<file path="src/rtl/gem_pkg.sv">
// Shared constants, types and the controller state encoding of the gradient magnitude block.
`timescale 1ns / 1ps

package gem_pkg;

  // Line geometry.
  localparam int MAX_WIDTH = 1024;
  localparam int COL_W     = $clog2(MAX_WIDTH);
  localparam int WIDTH_W   = 11;
  localparam int HEIGHT_W  = 12;
  localparam int ROW_W     = HEIGHT_W + 1;
  localparam int PIX_W     = 8;

  // Arithmetic widths of the root unit.
  localparam int ROOT_W    = 8;
  localparam int RAD_W     = 2 * ROOT_W;
  localparam int SQ_W      = RAD_W + 1;

  // Configuration port.
  localparam int ADDR_W    = 4;
  localparam int DATA_W    = 32;

  localparam logic [1:0] REG_FRAME_WIDTH  = 2'd0;
  localparam logic [1:0] REG_FRAME_HEIGHT = 2'd1;
  localparam logic [1:0] REG_MASK_MODE    = 2'd2;

  localparam logic [WIDTH_W-1:0]  WIDTH_RESET  = 11'd640;
  localparam logic [WIDTH_W-1:0]  WIDTH_MIN    = 11'd3;
  localparam logic [WIDTH_W-1:0]  WIDTH_MAX    = WIDTH_W'(MAX_WIDTH);
  localparam logic [HEIGHT_W-1:0] HEIGHT_RESET = 12'd480;
  localparam logic [HEIGHT_W-1:0] HEIGHT_MIN   = 12'd3;

  // Field codes.
  localparam logic REQ_FLUSH    = 1'b1;
  localparam logic MODE_PREWITT = 1'b1;

  // One line store entry: the pixel two rows up and the pixel one row up.
  typedef struct packed {
    logic [PIX_W-1:0] upper;
    logic [PIX_W-1:0] lower;
  } line_pair_t;

  // Status of the square root unit.
  typedef struct packed {
    logic busy;
    logic done;
  } root_stat_t;

  // Controller states.
  typedef enum logic [2:0] {
    S_IDLE,
    S_READ,
    S_SUM,
    S_SQUARE,
    S_ROOT,
    S_DONE
  } state_t;

endpackage

</file>
<file path="src/rtl/gem_root.sv">
// Iterative floor square root unit, saturated to eight bits, one result bit per cycle.
`timescale 1ns / 1ps

module gem_root (
  input  logic                       clk,
  input  logic                       rst_n,
  input  logic                       start,
  input  logic [gem_pkg::SQ_W-1:0]   value,
  output logic [gem_pkg::ROOT_W-1:0] root,
  output gem_pkg::root_stat_t        stat
);
  import gem_pkg::*;

  logic [RAD_W-1:0]  val_r;
  logic [ROOT_W-1:0] root_r;
  logic [ROOT_W-1:0] bit_r;
  logic              busy_r;
  logic              done_r;
  logic [ROOT_W-1:0] trial;
  logic [RAD_W-1:0]  trial_sq;

  // Candidate with the current bit set, and its square.
  assign trial    = root_r | bit_r;
  assign trial_sq = RAD_W'(trial) * RAD_W'(trial);

  // Control: busy while the result bits are resolved, done pulses after the last one.
  always_ff @(posedge clk) begin
    if (!rst_n) begin
      busy_r <= 1'b0;
      done_r <= 1'b0;
    end else begin
      done_r <= 1'b0;
      if (start) begin
        busy_r <= 1'b1;
      end else if (busy_r && bit_r[0]) begin
        busy_r <= 1'b0;
        done_r <= 1'b1;
      end
    end
  end

  // Radicand is saturated to sixteen bits, whose root saturates at the top code.
  always_ff @(posedge clk) begin
    if (start) begin
      val_r  <= value[SQ_W-1] ? {RAD_W{1'b1}} : value[RAD_W-1:0];
      root_r <= '0;
      bit_r  <= {1'b1, {(ROOT_W-1){1'b0}}};
    end else if (busy_r) begin
      if (trial_sq <= val_r) begin
        root_r <= trial;
      end
      bit_r <= bit_r >> 1;
    end
  end

  assign root      = root_r;
  assign stat.busy = busy_r;
  assign stat.done = done_r;

  // The trial bit walks down one position at a time while busy.
  a_bit_onehot: assert property (@(posedge clk) disable iff (!rst_n)
    busy_r |-> $onehot(bit_r))
    else $error("root trial bit is not one-hot");

  // Done follows the final iteration and never overlaps a running one.
  a_done_after_busy: assert property (@(posedge clk) disable iff (!rst_n)
    done_r |-> !busy_r && $past(busy_r))
    else $error("root done without a completed iteration");

  // A new root is started only when the unit is free.
  a_start_when_free: assert property (@(posedge clk) disable iff (!rst_n)
    start |-> !busy_r)
    else $error("root started while busy");

endmodule
</file>
<file path="config.mk">
export PLATFORM = sky130hd
export DESIGN_NAME = gem_root
export DESIGN_NICKNAME = d
export VERILOG_FILES = /design/src/rtl/gem_pkg.sv /design/src/rtl/gem_root.sv
export SDC_FILE = /design/constraint.sdc
export NUM_CORES = 1
export LEC_CHECK = 0
export ABC_AREA = 1
export BUFFER_PORTS_ARGS = -buffer_cell sky130_fd_sc_hd__buf_2
export CORE_MARGIN = 2
export CORE_UTILIZATION = 40
export DETAILED_ROUTE_END_ITERATION = 6
export GPL_TIMING_DRIVEN = 0
export HOLD_SLACK_MARGIN = 0.08
export PLACE_DENSITY = 0.69
export REMOVE_ABC_BUFFERS = 1
export SYNTH_ARGS = -nofsm -noshare
export SYNTH_HDL_FRONTEND = slang
export SYNTH_SLANG_ARGS = --single-unit
export TNS_END_PERCENT = 20
</file>
<file path="constraint.sdc">
create_clock -name clk -period 7.16 [get_ports clk]
set_input_delay 0.358 -clock clk [delete_from_list [all_inputs] [get_ports clk]]
set_output_delay 0.358 -clock clk [all_outputs]
set_load 0.02 [all_outputs]
</file>
# Word level (Yosys, flattened, before mapping)
# Index checks and enable logic that the tools add are counted.
# Widths: inputs -> output; s select.
dict set report totals {
  reg_bits 34
  output_inout_bits 10
}
dict set report op_classes {
  n_mul 1
  n_lt_le_gt_ge 1
  muxes 3
  n_bitwise 2
  reduce_logical 4
}
# op n
set ops {}
lappend ops {{$le 16x16->1} 1}
lappend ops {{$mul 8x8->16} 1}
lappend ops {{$or 8x8->8} 1}
lappend ops {{$mux 1} 3}
lappend ops {{$reduce_and 2->1} 1}
lappend ops {{$reduce_bool 2->1} 1}
lappend ops {{$reduce_or 2->1} 1}
lappend ops {{$logic_and 1x1->1} 1}
lappend ops {{$not 1->1} 1}

# Logic depth before layout (Yosys ltp)
dict set report logic_depth {
  word_depth 4
  ltp_mapped 28
  depth_no_buf 28
}

# Least setup slack after synthesis
# OpenSTA, ideal clock, no wires.
dict set report synth_path {
  kind {reg-to-reg}
  start {reg root_r[5] (netlist: root[5])}
  end {reg root_r[2] (netlist: root[2])}
  t_arrival_ns 4.899
  setup_slack_ns 2.130
  stages_incl_launch_ff 29
  path_cell_list {dfxtp_1 nor2_1 inv_1 nand2_1 fa_1 inv_1 fa_1 fa_1 inv_1 fa_1 inv_1 ha_1 nand2_1 inv_1 a21oi_1 inv_1 nand2_1 nand3_1 xor2_1 ha_1 nand2_2 nor2_4 inv_2 nor2_4 nand2_1 nand2_1 nand2_4 nand2_1 a21oi_2}
}
dict set report synth_via {
  elab_chain_len 4
}
# item line
set synth_rtl {}
lappend synth_rtl {{start, declared} gem_root.sv:15} ;# logic [ROOT_W-1:0] root_r;
lappend synth_rtl {{start signal, assigned} gem_root.sv:50} ;# root_r <= trial;
lappend synth_rtl {{$or 8x8->8} gem_root.sv:23} ;# assign trial = root_r | bit_r;
lappend synth_rtl {{named net trial[5]} gem_root.sv:19} ;# logic [ROOT_W-1:0] trial;
lappend synth_rtl {{$mul 8x8->16} gem_root.sv:24} ;# assign trial_sq = RAD_W'(trial) * RAD_W'(trial);
lappend synth_rtl {{$le 16x16->1} gem_root.sv:49} ;# if (trial_sq <= val_r) begin
lappend synth_rtl {{$reduce_and 2->1 (no line)} n/a}
# The timed path passes the listed nets, and every way through them passes these cells.
# A chain may end at the register's enable or synchronous reset.

# Final worst setup path
dict set report layout_path {
  start {reg bit_r[3]}
  end {reg root_r[2] (netlist: root[2])}
}
dict set report layout_via {
  elab_chain_len 4
}
# item line
set layout_rtl {}
lappend layout_rtl {{start, declared} gem_root.sv:16} ;# logic [ROOT_W-1:0] bit_r;
lappend layout_rtl {{start signal, assigned} gem_root.sv:47} ;# bit_r <= {1'b1, {(ROOT_W-1){1'b0}}};
lappend layout_rtl {{start signal, assigned} gem_root.sv:52} ;# bit_r <= bit_r >> 1;
lappend layout_rtl {{$or 8x8->8} gem_root.sv:23}
lappend layout_rtl {{named net trial[3]} gem_root.sv:19}
lappend layout_rtl {{$mul 8x8->16} gem_root.sv:24}
lappend layout_rtl {{$le 16x16->1} gem_root.sv:49}
lappend layout_rtl {{$reduce_and 2->1 (no line)} n/a}
# The timed path passes the listed nets, and every way through them passes these cells.

==> impl_results.md <==
* Ports at 30
* Minimum clock period at 5.58 ns
* Final Hold Fails at 0
* Worst-Margin Slew at 0.836 ns
* Asr flop ratio synth at 0%
* WL/cell at 11.0 um
* Placement row count at 33
* Data required, critical path at 7.31 ns
* Internal power contribution at 338 uW
* Number of setup buffers added after CTS at 0
* Overflow after GRT at 0
* Setup violators final at 0
* Max Clock Skew at 0.00375 ns
* Router iterations before antenna repair at 4
* Nets@finish at 534
* DRC viols at 0
* Switch share at 25.9%
* Overall global routing resource usage at 15.3%
* Hold Crit Endpoint: done_r
* Ant. Diodes at 0
* Clock buffer depth at 2
* # resized after CTS at 0
* Slowest stage delay, CP at 0.54 ns
* First-pass GRT wire length at 11,000 um
* Share of the synthesized area in the top cell type at 16.2%
* Clk pwr share at 36.6%
* CTS tree: built
* Clock Latency Late Sink at 0.29 ns
* Num CTS Buffers at 5
* Final GP Congestion at 0.863
* Max Slew Vio Count at 0
* H-tree Lvls at 2
* Crit end category: flop
* RR Endpoint: root[2]
* Input/output buffers at 29
* Die height at 95.0 um
* Reg clk slew, reported paths at 0.07 ns
* Number of routed nets with antenna violations at 0
* Via density at 4.67
* Post-CTS Hold Buffers at 0
* Number of cells on the worst reg-to-reg path at 28
* Initial antenna violation count at 0
* Yosys cell types at 32
* Placed Cells incl. Taps at 544
* Initial Util at 40.8%
* CP startpoint: bit_r[3]
* Fraction of layout cells with a size suffix above 1 at 14.1%
* Post-Layout Cell Count at 552
* Cell Area, Synth at 3320 um^2
* Initial DRC Count at 127
* Unrepaired setup endpoints after global routing: false
* CTS sink cnt at 34
* Post-synth EDFFs at 16
* Relative slew slack at 44.1%
* Vias in the first global route at 2,583
* P&R area growth vs syn at 10.7%
* Min-Delay Path Depth at 3
* Core region area at 8130 um^2
* Hold path start: rst_n
* Pleak at 0.00197 uW
* Die area at 9030 um^2
* Worst path slowest cell: fa_1
* Fin crit share at 77.9%
* Reg power frac at 47.9%
* Crit start category: flop
* Cell Pwr Density at 124 nW/um^2
* Mapped Cells at 416
* Crit path top cell by count: inv_1
* Register area share after synthesis at 25.4%
* Peak supply drop at 0.106 mV
* Psw at 119 uW
* Post-synth top flop: dfxtp_1
* Die W at 95.0 um
* Flops & latches, synth at 34
* Crit Path Category: flop to flop
* CTS root buf: clkbuf_8
* Largest net degree at the start of global routing at 34
* Post-Route WL at 6060 um
* Final HPWL DP at 4950 um
* Setup slack, reg-to-reg at 1.58 ns
* Worst r2r src: bit_r[3]
* Status: finished clean
* Max FO, Critical Path at 8
* Top cell type by total area after synthesis: ha_1
* Top cells by area, synth: ha_1, fa_1, edfxtp_1
* Synth warn at 0
* Final setup TNS at 0 ns
* Combinational group share of total power at 15.5%
* Syn avg cell area at 7.97 um^2
* Hold Path Class: input port to flop
* Max Clock Freq at 179 MHz
* Maximum Capacitance Violations at 0
* Critical path arrival at 5.73 ns
* Via count at 2,577
==> power by group through the flow <==
stage,Clock (uW),Combinational [uW],Sequential [uW]
after floorplan,0,48.0,224
after global placement,0,69.2,223
after detailed placement,0,71.1,223
after CTS,172,71.9,219
after global routing,179,81.7,220
final,167,70.6,219
==> how the worst max path moves through the flow <==
stage | endpoint | slack (ns) | depth (start not counted)
floorplan | root[2] | 2.15 | 28
global placement | root[2] | 1.69 | 26
detailed placement | root[2] | 1.65 | 26
CTS | root[2] | 1.58 | 28
global route | root[5] | 1.15 | 23
finish | root[2] | 1.58 | 28
==> synthesized netlist by cell type, drive strengths merged (3+ instances only) <==
library cell	instances
inv	98
nand2	75
nor2	44
ha	43
a21oi	32
fa	25
dfxtp	18
edfxtp	16
or2	16
o21ai	9
xor2	9
xnor2	7
nand3	6
nor3	4
buf	3
clkbuf	3
nand4	3
==> cells in the final DEF (no fill, tap or decap) <==
| cell type | instances |
|---|---|
| a21boi_0 | 1 |
| a21oi_1 | 31 |
| a21oi_2 | 1 |
| a31oi_1 | 1 |
| buf_2 | 29 |
| clkbuf_8 | 8 |
| clkinv_1 | 1 |
| dfxtp_1 | 18 |
| edfxtp_1 | 16 |
| fa_1 | 25 |
| ha_1 | 43 |
| inv_1 | 97 |
| inv_2 | 1 |
| nand2_1 | 73 |
| nand2_2 | 1 |
| nand2_4 | 1 |
| nand3_1 | 6 |
| nand4_1 | 2 |
| nand4_2 | 1 |
| nor2_1 | 41 |
| nor2_2 | 1 |
| nor2_4 | 2 |
| nor3_1 | 4 |
| nor4_1 | 1 |
| o21ai_0 | 6 |
| o21ai_1 | 1 |
| o21ai_2 | 2 |
| o21bai_1 | 1 |
| or2_2 | 16 |
| xnor2_1 | 7 |
| xor2_1 | 9 |
==> worst max-delay path: cells and delay by family (launching register included) <==
kind            cells  cell delay (ns)
buf+inv             7             0.61
flops               1             0.33
compound gates      3             0.38
xor+xnor            1             0.16
fa+ha+maj           6             2.64
simple gates       11             1.34
==> routing by layer <==
| layer | up-vias | GRT usage [%] | share of wire (%) |
|---|---|---|---|
| met2 | 38 | 26.3 | 49 |
| met3 | 7 | 1.66 | 2.7 |
| met1 | 1201 | 19.9 | 47 |
| met4 | 0 | 5.43 | 1.7 |
| met5 | - | 0 | 0 |
| li1 | 1331 | - | - |
==> flip-flops by register name (all words and copies together), names as in the netlist <==
name	flops
bit_r	8
busy_r	1
done_r	1
root	8
val_r	16
==> logic make-up (layout without fill, tap and decap cells) <==
| family | after synthesis | after routing | share of synthesized area [%] |
|---|---|---|---|
| buffers and inverters | 105 | 136 | 12.2 |
| AND/OR/NAND/NOR | 149 | 149 | 19.8 |
| flip-flops | 34 | 34 | 25.4 |
| AO/OA/AOI/OAI | 44 | 44 | 7.17 |
| XOR/XNOR | 16 | 16 | 4.23 |
| adder cells (fa/ha/maj) | 68 | 68 | 31.3 |
==> stage by stage <==
step | utilization [%] | cell area, um^2 | hold slack [ns] | worst slack [ns] | power [uW]
after floorplan | - | 3280 | 0.420 | 2.15 | 272
after global placement | 43.8 | 3560 | 0.451 | 1.69 | 292
after detailed placement | 43.8 | 3560 | 0.455 | 1.65 | 294
after CTS | 45.1 | 3670 | 0.302 | 1.58 | 463
after global routing | 45.1 | 3670 | 0.320 | 1.15 | 481
final | 45.1 | 3670 | 0.307 | 1.58 | 457
==> area by class of cell <==
class	instances	area [um^2]
Clock buffer	8	110
Inverter	99	372
Tap cell	105	131
Timing Repair Buffer	29	145
Sequential cell	34	841
Fill cell	790	4460
Multi-Input combinational cell	277	2070
Note: power is estimated with default switching activity, not from simulation.
